### src/sv/uhcr_pkg.sv
`timescale 1ns / 1ps
package uhcr_pkg;

  localparam int unsigned PktBytes   = 32;  // control endpoint packet size
  localparam int unsigned MaxChunks  = 8;   // maximum results per descriptor request
  localparam int unsigned QueueDepth = 4;

  localparam int unsigned ChunkIdxW = $clog2(MaxChunks);
  localparam int unsigned QPtrW     = $clog2(QueueDepth);
  localparam int unsigned QCntW     = $clog2(QueueDepth + 1);

  typedef enum logic [1:0] {
    OP_SETUP       = 2'd0,
    OP_BUS_RESET   = 2'd1,
    OP_FRAME       = 2'd2,
    OP_REPORT_SENT = 2'd3
  } op_e;

  typedef enum logic [2:0] {
    ACT_NONE   = 3'd0,
    ACT_STALL  = 3'd1,
    ACT_ACK    = 3'd2,
    ACT_DESC   = 3'd3,
    ACT_BYTES  = 3'd4,
    ACT_REPORT = 3'd5,
    ACT_IDLE   = 3'd6,
    ACT_ADDR   = 3'd7
  } action_e;

  typedef enum logic [1:0] {
    CFG_REPORT_LEN  = 2'd0,
    CFG_VENDOR_LEN  = 2'd1,
    CFG_PRODUCT_LEN = 2'd2,
    CFG_UNUSED      = 2'd3
  } cfg_idx_e;

  // request codes
  localparam logic [7:0] REQ_GET_STATUS    = 8'd0;
  localparam logic [7:0] REQ_SET_ADDRESS   = 8'd5;
  localparam logic [7:0] REQ_GET_DESC      = 8'd6;
  localparam logic [7:0] REQ_GET_CONFIG    = 8'd8;
  localparam logic [7:0] REQ_SET_CONFIG    = 8'd9;
  localparam logic [7:0] CLS_FETCH_REPORT  = 8'd1;
  localparam logic [7:0] CLS_FETCH_RATE    = 8'd2;
  localparam logic [7:0] CLS_FETCH_MODE    = 8'd3;
  localparam logic [7:0] CLS_STORE_REPORT  = 8'd9;
  localparam logic [7:0] CLS_STORE_RATE    = 8'd10;
  localparam logic [7:0] CLS_STORE_MODE    = 8'd11;

  // request types
  localparam logic [7:0] RT_STD_OUT   = 8'h00;
  localparam logic [7:0] RT_STD_IN    = 8'h80;
  localparam logic [7:0] RT_CLASS_IN  = 8'ha1;
  localparam logic [7:0] RT_CLASS_OUT = 8'h21;

  localparam logic [7:0] IdleRateReset     = 8'd125;
  localparam logic [7:0] ProtocolReset     = 8'd1;
  localparam logic [7:0] ReportLenReset    = 8'd63;
  localparam logic [7:0] VendorLenReset    = 8'd24;
  localparam logic [7:0] ProductLenReset   = 8'd34;

  localparam int unsigned NumDesc = 7;
  localparam logic [15:0] DESC_VALUE [NumDesc] = '{
    16'h0100, 16'h0200, 16'h2200, 16'h2100, 16'h0300, 16'h0301, 16'h0302
  };
  localparam logic [15:0] DESC_INDEX [NumDesc] = '{
    16'h0000, 16'h0000, 16'h0000, 16'h0000, 16'h0000, 16'h0409, 16'h0409
  };
  localparam logic [7:0] DescLenDevice = 8'd18;
  localparam logic [7:0] DescLenConfig = 8'd34;
  localparam logic [7:0] DescLenHid    = 8'd9;
  localparam logic [7:0] DescLenLang   = 8'd4;

  typedef struct packed {
    op_e         operation;
    logic [7:0]  request_type;
    logic [7:0]  request_code;
    logic [15:0] request_value;
    logic [15:0] request_index;
    logic [15:0] request_length;
    logic        endpoint_ready;
  } req_t;

  // one queued command; desc_len is only meaningful for ACT_DESC
  typedef struct packed {
    action_e    action;
    logic [2:0] descriptor_id;
    logic [7:0] desc_len;
    logic [5:0] byte_count;
    logic [7:0] reply_byte;
    logic [6:0] device_address;
  } cmd_t;

endpackage

### src/sv/usb_hid_control_responder.sv
`timescale 1ns / 1ps
// Control-request responder for a HID device, with the idle-report timer.
// Each input item is a setup packet, bus reset, frame tick or report-sent
// note (tuser). The front end decodes an item in the cycle it is accepted,
// updates device state and queues at most one command in a four-entry
// queue; items that cause no result (bus reset, most frame ticks) only
// change state. The back end turns each command into results, one per cycle
// unless the output stalls, through a registered output: a descriptor
// request gives up to eight chunks of up to 32 bytes (a full last chunk is
// followed by an empty one), any other request gives one result. Input
// items are taken every cycle while the queue has room, so sustained
// throughput is one result per cycle unless the output stalls. An accepted
// item passes the queue, the command register and the output register.
module usb_hid_control_responder import uhcr_pkg::*; (
  input  logic        clk_i,
  input  logic        rst_ni,
  input  logic        cfg_valid_i,
  output logic        cfg_ready_o,
  input  logic [1:0]  cfg_index_i,
  input  logic [7:0]  cfg_data_i,
  input  logic        s_axis_tvalid,
  output logic        s_axis_tready,
  // [7:0] request_type, [15:8] request_code, [31:16] request_value,
  // [47:32] request_index, [63:48] request_length, [64] endpoint_ready
  input  logic [71:0] s_axis_tdata,
  // [1:0] operation
  input  logic [1:0]  s_axis_tuser,
  output logic        m_axis_tvalid,
  input  logic        m_axis_tready,
  // [2:0] descriptor_id, [10:3] byte_offset, [16:11] byte_count,
  // [24:17] reply_byte, [31:25] device_address
  output logic [31:0] m_axis_tdata,
  // [2:0] action
  output logic [2:0]  m_axis_tuser,
  output logic        m_axis_tlast
);

  req_t    req;
  cmd_t    push_cmd, q_cmd;
  logic    accept, push, q_full, q_valid, q_pop;
  action_e out_action;
  logic [2:0] out_id;
  logic [7:0] out_off, out_byte;
  logic [5:0] out_cnt;
  logic [6:0] out_addr;

  assign cfg_ready_o   = 1'b1;
  assign s_axis_tready = !q_full;
  assign accept        = s_axis_tvalid && !q_full;

  assign req.operation      = op_e'(s_axis_tuser);
  assign req.request_type   = s_axis_tdata[7:0];
  assign req.request_code   = s_axis_tdata[15:8];
  assign req.request_value  = s_axis_tdata[31:16];
  assign req.request_index  = s_axis_tdata[47:32];
  assign req.request_length = s_axis_tdata[63:48];
  assign req.endpoint_ready = s_axis_tdata[64];

  uhcr_front u_front (
    .clk_i       (clk_i),
    .rst_ni      (rst_ni),
    .cfg_valid_i (cfg_valid_i),
    .cfg_index_i (cfg_index_i),
    .cfg_data_i  (cfg_data_i),
    .accept_i    (accept),
    .req_i       (req),
    .push_o      (push),
    .cmd_o       (push_cmd)
  );

  uhcr_queue u_queue (
    .clk_i   (clk_i),
    .rst_ni  (rst_ni),
    .push_i  (push),
    .cmd_i   (push_cmd),
    .full_o  (q_full),
    .pop_i   (q_pop),
    .valid_o (q_valid),
    .cmd_o   (q_cmd)
  );

  uhcr_back u_back (
    .clk_i        (clk_i),
    .rst_ni       (rst_ni),
    .q_valid_i    (q_valid),
    .q_cmd_i      (q_cmd),
    .q_pop_o      (q_pop),
    .out_valid_o  (m_axis_tvalid),
    .out_ready_i  (m_axis_tready),
    .out_action_o (out_action),
    .out_id_o     (out_id),
    .out_offset_o (out_off),
    .out_count_o  (out_cnt),
    .out_byte_o   (out_byte),
    .out_addr_o   (out_addr),
    .out_last_o   (m_axis_tlast)
  );

  assign m_axis_tuser = out_action;
  assign m_axis_tdata = {out_addr, out_byte, out_cnt, out_off, out_id};

endmodule

### src/sv/uhcr_front.sv
`timescale 1ns / 1ps
module uhcr_front import uhcr_pkg::*; (
  input  logic       clk_i,
  input  logic       rst_ni,
  input  logic       cfg_valid_i,
  input  logic [1:0] cfg_index_i,
  input  logic [7:0] cfg_data_i,
  input  logic       accept_i,
  input  req_t       req_i,
  output logic       push_o,
  output cmd_t       cmd_o
);

  logic [7:0] report_len_q, vendor_len_q, product_len_q;
  logic [7:0] config_value_q, config_value_d;
  logic [7:0] idle_rate_q, idle_rate_d;
  logic [7:0] idle_tick_q, idle_tick_d;
  logic [7:0] protocol_q, protocol_d;
  logic [1:0] frame_div_q, frame_div_d;

  logic       desc_hit;
  logic [2:0] desc_id;
  logic [7:0] desc_full_len;
  logic [7:0] len_clamp;
  logic [7:0] desc_len;
  logic [7:0] counter_inc;
  logic       has_result;

  always_comb begin
    desc_hit = 1'b0;
    desc_id  = '0;
    for (int i = NumDesc - 1; i >= 0; i--) begin
      if (req_i.request_value == DESC_VALUE[i] && req_i.request_index == DESC_INDEX[i]) begin
        desc_hit = 1'b1;
        desc_id  = 3'(i);
      end
    end
  end

  always_comb begin
    unique case (desc_id)
      3'd0:    desc_full_len = DescLenDevice;
      3'd1:    desc_full_len = DescLenConfig;
      3'd2:    desc_full_len = report_len_q;
      3'd3:    desc_full_len = DescLenHid;
      3'd4:    desc_full_len = DescLenLang;
      3'd5:    desc_full_len = vendor_len_q;
      default: desc_full_len = product_len_q;
    endcase
  end

  assign len_clamp   = (|req_i.request_length[15:8]) ? 8'hff : req_i.request_length[7:0];
  assign desc_len    = (len_clamp < desc_full_len) ? len_clamp : desc_full_len;
  assign counter_inc = idle_tick_q + 8'd1;

  always_comb begin
    config_value_d = config_value_q;
    idle_rate_d    = idle_rate_q;
    idle_tick_d    = idle_tick_q;
    protocol_d     = protocol_q;
    frame_div_d    = frame_div_q;
    has_result     = 1'b0;
    cmd_o          = '0;
    cmd_o.action   = ACT_STALL;

    unique case (req_i.operation)
      OP_SETUP: begin
        has_result = 1'b1;
        priority if (req_i.request_code == REQ_GET_DESC) begin
          if (desc_hit) begin
            cmd_o.action        = ACT_DESC;
            cmd_o.descriptor_id = desc_id;
            cmd_o.desc_len      = desc_len;
          end
        end else if (req_i.request_code == REQ_SET_ADDRESS) begin
          cmd_o.action         = ACT_ADDR;
          cmd_o.device_address = req_i.request_value[6:0];
        end else if (req_i.request_code == REQ_SET_CONFIG && req_i.request_type == RT_STD_OUT) begin
          config_value_d = req_i.request_value[7:0];
          cmd_o.action   = ACT_ACK;
        end else if (req_i.request_code == REQ_GET_CONFIG && req_i.request_type == RT_STD_IN) begin
          cmd_o.action     = ACT_BYTES;
          cmd_o.byte_count = 6'd1;
          cmd_o.reply_byte = config_value_q;
        end else if (req_i.request_code == REQ_GET_STATUS) begin
          cmd_o.action     = ACT_BYTES;
          cmd_o.byte_count = 6'd2;
        end else if (req_i.request_index == 16'd0 && req_i.request_type == RT_CLASS_IN) begin
          priority if (req_i.request_code == CLS_FETCH_REPORT) begin
            cmd_o.action = ACT_REPORT;
          end else if (req_i.request_code == CLS_FETCH_RATE) begin
            cmd_o.action     = ACT_BYTES;
            cmd_o.byte_count = 6'd1;
            cmd_o.reply_byte = idle_rate_q;
          end else if (req_i.request_code == CLS_FETCH_MODE) begin
            cmd_o.action     = ACT_BYTES;
            cmd_o.byte_count = 6'd1;
            cmd_o.reply_byte = protocol_q;
          end else begin
            cmd_o.action = ACT_STALL;
          end
        end else if (req_i.request_index == 16'd0 && req_i.request_type == RT_CLASS_OUT) begin
          priority if (req_i.request_code == CLS_STORE_REPORT) begin
            cmd_o.action = ACT_ACK;
          end else if (req_i.request_code == CLS_STORE_RATE) begin
            idle_rate_d  = req_i.request_value[15:8];
            idle_tick_d  = '0;
            cmd_o.action = ACT_ACK;
          end else if (req_i.request_code == CLS_STORE_MODE) begin
            protocol_d   = req_i.request_value[7:0];
            cmd_o.action = ACT_ACK;
          end else begin
            cmd_o.action = ACT_STALL;
          end
        end else begin
          cmd_o.action = ACT_STALL;
        end
      end
      OP_BUS_RESET: begin
        config_value_d = '0;
      end
      OP_FRAME: begin
        if (config_value_q != '0 && idle_rate_q != '0) begin
          frame_div_d = frame_div_q + 2'd1;
          // divider wraps to zero on every fourth tick
          if (frame_div_q == 2'd3 && req_i.endpoint_ready) begin
            idle_tick_d = counter_inc;
            if (counter_inc == idle_rate_q) begin
              idle_tick_d  = '0;
              has_result   = 1'b1;
              cmd_o.action = ACT_IDLE;
            end
          end
        end
      end
      OP_REPORT_SENT: begin
        if (config_value_q != '0) idle_tick_d = '0;
      end
      default: ;
    endcase
  end

  assign push_o = accept_i && has_result;

  always_ff @(posedge clk_i or negedge rst_ni) begin
    if (!rst_ni) begin
      report_len_q   <= ReportLenReset;
      vendor_len_q   <= VendorLenReset;
      product_len_q  <= ProductLenReset;
      config_value_q <= '0;
      idle_rate_q    <= IdleRateReset;
      idle_tick_q    <= '0;
      protocol_q     <= ProtocolReset;
      frame_div_q    <= '0;
    end else begin
      if (cfg_valid_i) begin
        unique case (cfg_idx_e'(cfg_index_i))
          CFG_REPORT_LEN:  report_len_q  <= cfg_data_i;
          CFG_VENDOR_LEN:  vendor_len_q  <= cfg_data_i;
          CFG_PRODUCT_LEN: product_len_q <= cfg_data_i;
          default: ;
        endcase
      end
      if (accept_i) begin
        config_value_q <= config_value_d;
        idle_rate_q    <= idle_rate_d;
        idle_tick_q    <= idle_tick_d;
        protocol_q     <= protocol_d;
        frame_div_q    <= frame_div_d;
      end
    end
  end

endmodule

### src/sv/uhcr_queue.sv
`timescale 1ns / 1ps
module uhcr_queue import uhcr_pkg::*; (
  input  logic clk_i,
  input  logic rst_ni,
  input  logic push_i,
  input  cmd_t cmd_i,
  output logic full_o,
  input  logic pop_i,
  output logic valid_o,
  output cmd_t cmd_o
);

  cmd_t             mem_q [QueueDepth];
  logic [QPtrW-1:0] wr_ptr_q, rd_ptr_q;
  logic [QCntW-1:0] count_q;
  logic             do_pop;

  assign full_o  = (count_q == QCntW'(QueueDepth));
  assign valid_o = (count_q != '0);
  assign cmd_o   = mem_q[rd_ptr_q];
  assign do_pop  = pop_i && valid_o;

  always_ff @(posedge clk_i) begin
    if (push_i) mem_q[wr_ptr_q] <= cmd_i;
  end

  always_ff @(posedge clk_i or negedge rst_ni) begin
    if (!rst_ni) begin
      wr_ptr_q <= '0;
      rd_ptr_q <= '0;
      count_q  <= '0;
    end else begin
      if (push_i) wr_ptr_q <= wr_ptr_q + QPtrW'(1);
      if (do_pop) rd_ptr_q <= rd_ptr_q + QPtrW'(1);
      if (push_i && !do_pop) count_q <= count_q + QCntW'(1);
      else if (!push_i && do_pop) count_q <= count_q - QCntW'(1);
    end
  end

endmodule

### src/sv/uhcr_back.sv
`timescale 1ns / 1ps
module uhcr_back import uhcr_pkg::*; (
  input  logic        clk_i,
  input  logic        rst_ni,
  input  logic        q_valid_i,
  input  cmd_t        q_cmd_i,
  output logic        q_pop_o,
  output logic        out_valid_o,
  input  logic        out_ready_i,
  output action_e     out_action_o,
  output logic [2:0]  out_id_o,
  output logic [7:0]  out_offset_o,
  output logic [5:0]  out_count_o,
  output logic [7:0]  out_byte_o,
  output logic [6:0]  out_addr_o,
  output logic        out_last_o
);

  logic                 act_v_q;
  cmd_t                 act_q;
  logic [7:0]           rem_q;
  logic [7:0]           off_q;
  logic [ChunkIdxW-1:0] k_q;

  logic                 out_v_q;
  action_e              o_action_q;
  logic [2:0]           o_id_q;
  logic [7:0]           o_off_q;
  logic [5:0]           o_cnt_q;
  logic [7:0]           o_byte_q;
  logic [6:0]           o_addr_q;
  logic                 o_last_q;

  logic                 is_desc;
  logic [5:0]           chunk_n;
  logic [7:0]           rem_next;
  logic                 more;
  logic                 gen, gen_last;

  assign is_desc  = (act_q.action == ACT_DESC);
  assign chunk_n  = (rem_q >= 8'(PktBytes)) ? 6'(PktBytes) : rem_q[5:0];
  assign rem_next = rem_q - 8'(chunk_n);
  // a full last chunk is followed by a zero-length one
  assign more     = (rem_next != '0) || (chunk_n == 6'(PktBytes));
  assign gen_last = !is_desc || !more || (k_q == ChunkIdxW'(MaxChunks - 1));
  assign gen      = act_v_q && (!out_v_q || out_ready_i);
  assign q_pop_o  = q_valid_i && (!act_v_q || (gen && gen_last));

  always_ff @(posedge clk_i) begin
    if (q_pop_o) begin
      act_q <= q_cmd_i;
    end
    if (q_pop_o) begin
      rem_q <= q_cmd_i.desc_len;
      off_q <= '0;
      k_q   <= '0;
    end else if (gen) begin
      rem_q <= rem_next;
      off_q <= off_q + 8'(chunk_n);
      k_q   <= k_q + ChunkIdxW'(1);
    end
    if (gen) begin
      o_action_q <= act_q.action;
      o_last_q   <= gen_last;
      if (is_desc) begin
        o_id_q   <= act_q.descriptor_id;
        o_off_q  <= off_q;
        o_cnt_q  <= chunk_n;
        o_byte_q <= '0;
        o_addr_q <= '0;
      end else begin
        o_id_q   <= '0;
        o_off_q  <= '0;
        o_cnt_q  <= act_q.byte_count;
        o_byte_q <= act_q.reply_byte;
        o_addr_q <= act_q.device_address;
      end
    end
  end

  always_ff @(posedge clk_i or negedge rst_ni) begin
    if (!rst_ni) begin
      act_v_q <= 1'b0;
      out_v_q <= 1'b0;
    end else begin
      if (q_pop_o) act_v_q <= 1'b1;
      else if (gen && gen_last) act_v_q <= 1'b0;
      if (gen) out_v_q <= 1'b1;
      else if (out_ready_i) out_v_q <= 1'b0;
    end
  end

  assign out_valid_o  = out_v_q;
  assign out_action_o = o_action_q;
  assign out_id_o     = o_id_q;
  assign out_offset_o = o_off_q;
  assign out_count_o  = o_cnt_q;
  assign out_byte_o   = o_byte_q;
  assign out_addr_o   = o_addr_q;
  assign out_last_o   = o_last_q;

endmodule

### config.mk
export PLATFORM = sky130hd
export DESIGN_NAME = usb_hid_control_responder
export DESIGN_NICKNAME = d
export VERILOG_FILES = /design/src/sv/uhcr_pkg.sv /design/src/sv/usb_hid_control_responder.sv /design/src/sv/uhcr_front.sv /design/src/sv/uhcr_queue.sv /design/src/sv/uhcr_back.sv
export SDC_FILE = /design/constraint.sdc
export NUM_CORES = 1
export LEC_CHECK = 0
export ABC_CLOCK_PERIOD_IN_PS = 7000
export BUFFER_PORTS_ARGS = -buffer_cell sky130_fd_sc_hd__buf_2
export CORE_MARGIN = 2
export CORE_UTILIZATION = 56
export DETAILED_ROUTE_END_ITERATION = 8
export GPL_ROUTABILITY_DRIVEN = 0
export HOLD_SLACK_MARGIN = 0.02
export PLACE_DENSITY_LB_ADDON = 0.3
export SLEW_MARGIN = 0
export SYNTH_ARGS = -nofsm -noshare
export SYNTH_HDL_FRONTEND = slang
export SYNTH_SLANG_ARGS = --single-unit
### constraint.sdc
create_clock -name clk_i -period 7 [get_ports clk_i]
set_clock_uncertainty 0.15 [all_clocks]
set_input_delay 2.1 -clock clk_i [delete_from_list [all_inputs] [get_ports clk_i]]
set_output_delay 2.1 -clock clk_i [all_outputs]
set_load 0.1 [all_outputs]
# Word level (Yosys, flattened, before mapping)
# Memories as Yosys holds them, arrays and structs flattened.
# Index checks and enable logic that the tools add are counted.
op_classes:
  add_sub_neg: 9
  n_lt_le_gt_ge: 2
  eq_ne: 49
  mux: 82
  bitwise_logic: 8
  reduce_logical: 58
ops:
  columns: ["op", "count"]
  rows:
  - ["two-way mux 8 bit", 21]
  - ["two-way mux 14 bit", 6]
  - ["two-way mux 3 bit", 24]
  - ["== test 16 x 10 -> 1 bit (second input constant)", 4]
  - ["one-hot mux 8 bit (6 select lines)", 1]
  - ["== test 16 x 14 -> 1 bit (second input constant)", 2]
  - ["== test 8 x 4 -> 1 bit (second input constant)", 4]
  - ["two-way mux 32 bit", 1]
  - ["one-hot mux 8 bit (3 select lines)", 1]
  - ["nonzero test 8 bit", 3]
  - ["logical AND 1 bit", 21]
  - ["two-way mux 21 bit", 1]
  - ["two-way mux 6 bit", 3]
  - ["== test 16 x 11 -> 1 bit (second input constant)", 1]
  - ["== test 16 x 9 -> 1 bit (second input constant)", 1]
  - ["== test 8 x 2 -> 1 bit (second input constant)", 2]
  - ["== test 8 x 3 -> 1 bit (second input constant)", 2]
  - ["== test 8 bit (second input constant)", 2]
  - ["logical NOT 16 bit", 1]
  - ["logical NOT 8 bit", 2]
  - ["two-way mux 1 bit", 16]
  - ["one-hot mux 8 bit (2 select lines)", 1]
  - ["!= test 2 bit (second input constant)", 7]
  - ["AND reduction 14 bit", 1]
  - ["38 further kinds", 80]
word_totals:
  ff_bits: 149
  ramBits: 140
  input_bits: 89
  output_inout_bits: 39
  wordCells: 237
  n_memories: 1
mem_list:
  columns: ["name", "depth", "word_bits", "rd", "rd_clocked_by_memory_dff", "wr", "line", "rtl"]
  rows:
  - ["u_queue.mem_q", 4, 35, 1, 0, 1, "uhcr_queue.sv:13", "cmd_t mem_q [QueueDepth];"]

# Logic depth before layout (Yosys ltp)
logic_depth:
  word_depth: 16
  depth_mapped: 17

# Modules after synthesis
# From an unflattened synthesis, not the netlist that was laid out.
unflattened:
  hier_cells: 898
  hier_area_um2: 13017.5
by_module_without_submodules:
  columns: ["module", "instances", "cells_per_inst", "area_each_um2"]
  rows:
  - ["uhcr_queue", 1, 217, 5502.8]
  - ["uhcr_front", 1, 434, 4047.6]
  - ["uhcr_back", 1, 243, 3445.8]
  - ["usb_hid_control_responder", 1, 4, 21.3]

# Worst setup path before layout
# No wires, ideal clock.
synth_timing:
  path_kind: "input to register"
  start: "input port s_axis_tdata[33]"
  end: "memory u_queue.mem_q[0][22] (netlist bit) (data pin)"
  t_arrival_ns: 5.290
  required_ns: 6.633
  slack_ns: 1.344
  cell_stages: 15
  cell_sequence: "nor4_1 -> nand4_1 -> nor3_1 -> a22oi_1 -> o2111ai_1 -> o211ai_1 -> ha_1 -> a21o_1 -> a21o_1 -> a21oi_1 -> nand2_1 -> o41ai_1 -> buf_4 -> inv_1 -> a211oi_1"
synth_lines:
  columns: ["element", "line", "rtl"]
  rows:
  - ["start: declaration", "usb_hid_control_responder.sv:25", "input logic [71:0] s_axis_tdata,"]
  - ["end: declaration", "uhcr_queue.sv:13", null]

==> results.json <==
{
  "outcome": "finished, final reports clean",
  "fillCellCount": 1561,
  "worst-r2r-cell-count": 16,
  "synth_simple_gate_area_frac": 0.1258,
  "rsz0062_at_grt": "no",
  "cts_setup_buffers": 0,
  "power_uw": 5208,
  "grt_overflow": 0,
  "die_h_um": 151.1,
  "antenna_found_initial": 0,
  "start_kind": "input pin",
  "routed-via-count": 7473,
  "slew_headroom": 0.3871,
  "die-area_mm2": 0.02282,
  "period_minus_slack_ns": 5.894,
  "peakVddDrop_v": 0.0002059,
  "p_leak_uw": 0.005299,
  "core_area_mm2": 0.02115,
  "fin_crit_sh": 0.8420,
  "async_flop_share": 0.2491,
  "clock_path_buffers": 3,
  "drc": 0,
  "synth_compound_area_frac": 0.07098,
  "io_pins": 128,
  "ys_seq_area_frac": 0.6320,
  "portBuffers": 119,
  "maxSlewViolCount": 0,
  "synthAdderAreaFrac": 0.02707,
  "synth-main-ff-cell": "edfxtp_1",
  "nNetsFinal": 1115,
  "drv_cap": 0,
  "clk_pin_slew_ns": 0.06,
  "final_hold_viol_count": 0,
  "die_x_um": 151.1,
  "start_util": 0.5725,
  "critPathCaptureType": "flop",
  "tns_ns": 0,
  "syn_avg_cell_area_um2": 13.97,
  "dr.pass1.iters": 4,
  "grtUsageTotal": 0.2205,
  "cts_max_level": 1,
  "ctsResizeCount": 0,
  "max_slew.worst_pin.slew_ns": 0.9110,
  "cp.arrival_ns": 5.98,
  "syn_inst": 867,
  "yosysUniqueCellTypes": 74,
  "grt_start_max_net_pins": 68,
  "synthMuxAreaShare": 0.1068,
  "area_growth_pct": 14.72,
  "rrSetupSlack_ns": 2.81,
  "crit_path_end": "u_queue.mem_q[2][23]",
  "crit_chain": "buf_2 > nor4_1 > nand4_1 > nor4_1 > buf_4 > a22oi_1 > o2111ai_1 > o211ai_1 > ha_1 > a21o_1 > a21o_1 > a21oi_1 > nand2_1 > o41ai_1 > inv_1 > a211oi_1",
  "synth_top_family_by_area": "simple AND/OR/NAND/NOR gates",
  "viasPerCell": 5.762,
  "cts_sinks": 269,
  "syn_area_mm2": 0.01211,
  "ctsRootBufferMaster": "clkbuf_16",
  "diodes": 0,
  "grt_pass1_wl_mm": 39.01,
  "post-place-cells": 1246,
  "criticalPathCategory": "input pin to flop",
  "synth_seq_cells": 269,
  "cts_tree": "done",
  "powerDensity_mw_per_mm2": 374.8,
  "setup_viol": 0,
  "startpoint": "s_axis_tdata[33]",
  "drtAntennaViolNets": 0,
  "synth-xor-area-share": 0.01663,
  "r2r-start": "u_back.rem_q[5]",
  "grt_pass1_vias": 7456,
  "r2r-end": "u_queue.count_q[1]",
  "yosysWarnings": 0,
  "place_hpwl_mm": 16.53,
  "wl_mm": 24.35,
  "wl_per_cell_um": 18.78,
  "cpMaxStageDelayCell": "a211oi_1",
  "synth-edff-count": 191,
  "cts_buffers": 28,
  "max_freq_mhz": 169.7,
  "cp_data_required_time_ns": 7.09,
  "drive_above_1_share": 0.2975,
  "rows": 53,
  "cts_hold_buffers": 0,
  "slowest_delay_ns": 0.65,
  "clk-insertion-delay-late_ns": 0.53,
  "path_max_fanout": 7,
  "dpl_cell_area_mm2": 0.01303,
  "hold_class": "flop to flop",
  "final_cell_area_mm2": 0.01389,
  "fin_cells": 1297,
  "drt-initial-drc-count": 431
}
[registers in the layout, indices dropped and copies added (netlist names), 3 cells and up]
register and flops:
u_back.out_action_o 3, u_back.off_q 8, u_back.k_q 3, u_front.report_len_q 8, u_back.out_addr_o 7, u_back.out_byte_o 8
u_queue.mem_q 124, u_front.protocol_q 8, u_front.idle_tick_q 8, u_front.idle_rate_q 8, u_back.out_id_o 3, u_back.rem_q 8
u_front.vendor_len_q 8, u_front.product_len_q 8, u_back.act_q 23, u_back.out_offset_o 8, u_queue.count_q 3, u_back.out_count_o 6
u_front.config_value_q 8
[worst max-delay path: cells and delay by family]
| kind | cells | cell delay (ns) |
|---|---|---|
| compound gates | 8 | 1.93 |
| fa+ha+maj | 1 | 0.32 |
| buf+inv | 3 | 0.44 |
| simple gates | 4 | 1.19 |
[synth_stat cells, types with 17 or more instances]
cell	count	area share
edfxtp_1	191	0.47
nand2_1	63	0.020
nor2_1	53	0.016
mux2_2	52	0.048
dfrtp_1	50	0.10
and2_1	42	0.022
o21ai_0	39	0.016
mux4_2	31	0.058
inv_1	27	0.0084
a21oi_1	23	0.0095
ha_1	23	0.024
dfstp_2	17	0.037
[worst min path at each step]
| stage | cells after the start | end | startpoint | slack (ns) |
|---|---|---|---|---|
| 2_1_floorplan | 2 | u_back.off_q[7] | u_back.off_q[7] | 0.29 |
| 3_3_place_gp | 2 | u_back.off_q[7] | u_back.off_q[7] | 0.30 |
| 3_5_place_dp | 2 | u_back.off_q[7] | u_back.off_q[7] | 0.31 |
| 4_1_cts | 2 | u_back.off_q[7] | u_back.off_q[7] | 0.32 |
| 5_1_grt | 2 | u_back.off_q[7] | u_back.off_q[7] | 0.33 |
| 6_report | 2 | u_back.off_q[7] | u_back.off_q[7] | 0.31 |
[cell type report]
class | count | area [um^2] | share of cell area
Clock buffer | 39 | 763.2 | 0.05494
Clock inverter | 12 | 105.1 | 0.007565
Inverter | 30 | 112.6 | 0.008105
Multi-Input combinational cell | 540 | 4220 | 0.3038
Sequential cell | 269 | 7655 | 0.5510
Tap cell | 275 | 344.1 | 0.02477
Timing Repair Buffer | 132 | 693.2 | 0.04989
[kinds of logic (layout without fill, tap and decap cells)]
group	after synthesis	in the layout
other	1	2
buffers and inverters	59	213
adder cells (fa/ha/maj)	25	25
multiplexers	84	84
XOR/XNOR	23	23
AND/OR/NAND/NOR	277	277
flip-flops	269	269
AO/OA/AOI/OAI	129	129
[metrics by stage]
step                hold WS [ns]  setup slack (ns)  utilization
finish                    0.3102             1.106       0.6568
global route              0.3252            0.8450       0.6568
CTS                       0.3156             1.153       0.6568
detailed placement        0.3076            0.6267       0.6157
global placement          0.2953            0.7148       0.6157
floorplan                 0.2880             1.344            -
[where the power goes]
group / internal [uW] / switching (uW) / leakage (uW)
clock network: 829 / 581 / 0.000427
logic: 470 / 1080 / 0.00218
registers: 2100 / 146 / 0.00270
total: 3400 / 1810 / 0.00530
[metal layers]
| metal | vias to the layer above | track usage | share of wire |
|---|---|---|---|
| met5 | - | 0 | 0 |
| met4 | 0 | 0.04907 | 0.019 |
| met3 | 40 | 0.03163 | 0.049 |
| met2 | 217 | 0.3768 | 0.49 |
| met1 | 3678 | 0.3042 | 0.44 |
| li1 | 3538 | - | - |
[placed cells by master (no fill, tap or decap), types with 27 or more instances in the layout]
cell type and instances:
nor2_1 53, buf_2 119, clkbuf_16 29, o21ai_0 39, and2_1 38, dfrtp_1 49
mux4_2 31, inv_1 27, mux2_2 52, edfxtp_1 191, nand2_1 63
Note: power is estimated with default switching activity, not from simulation.
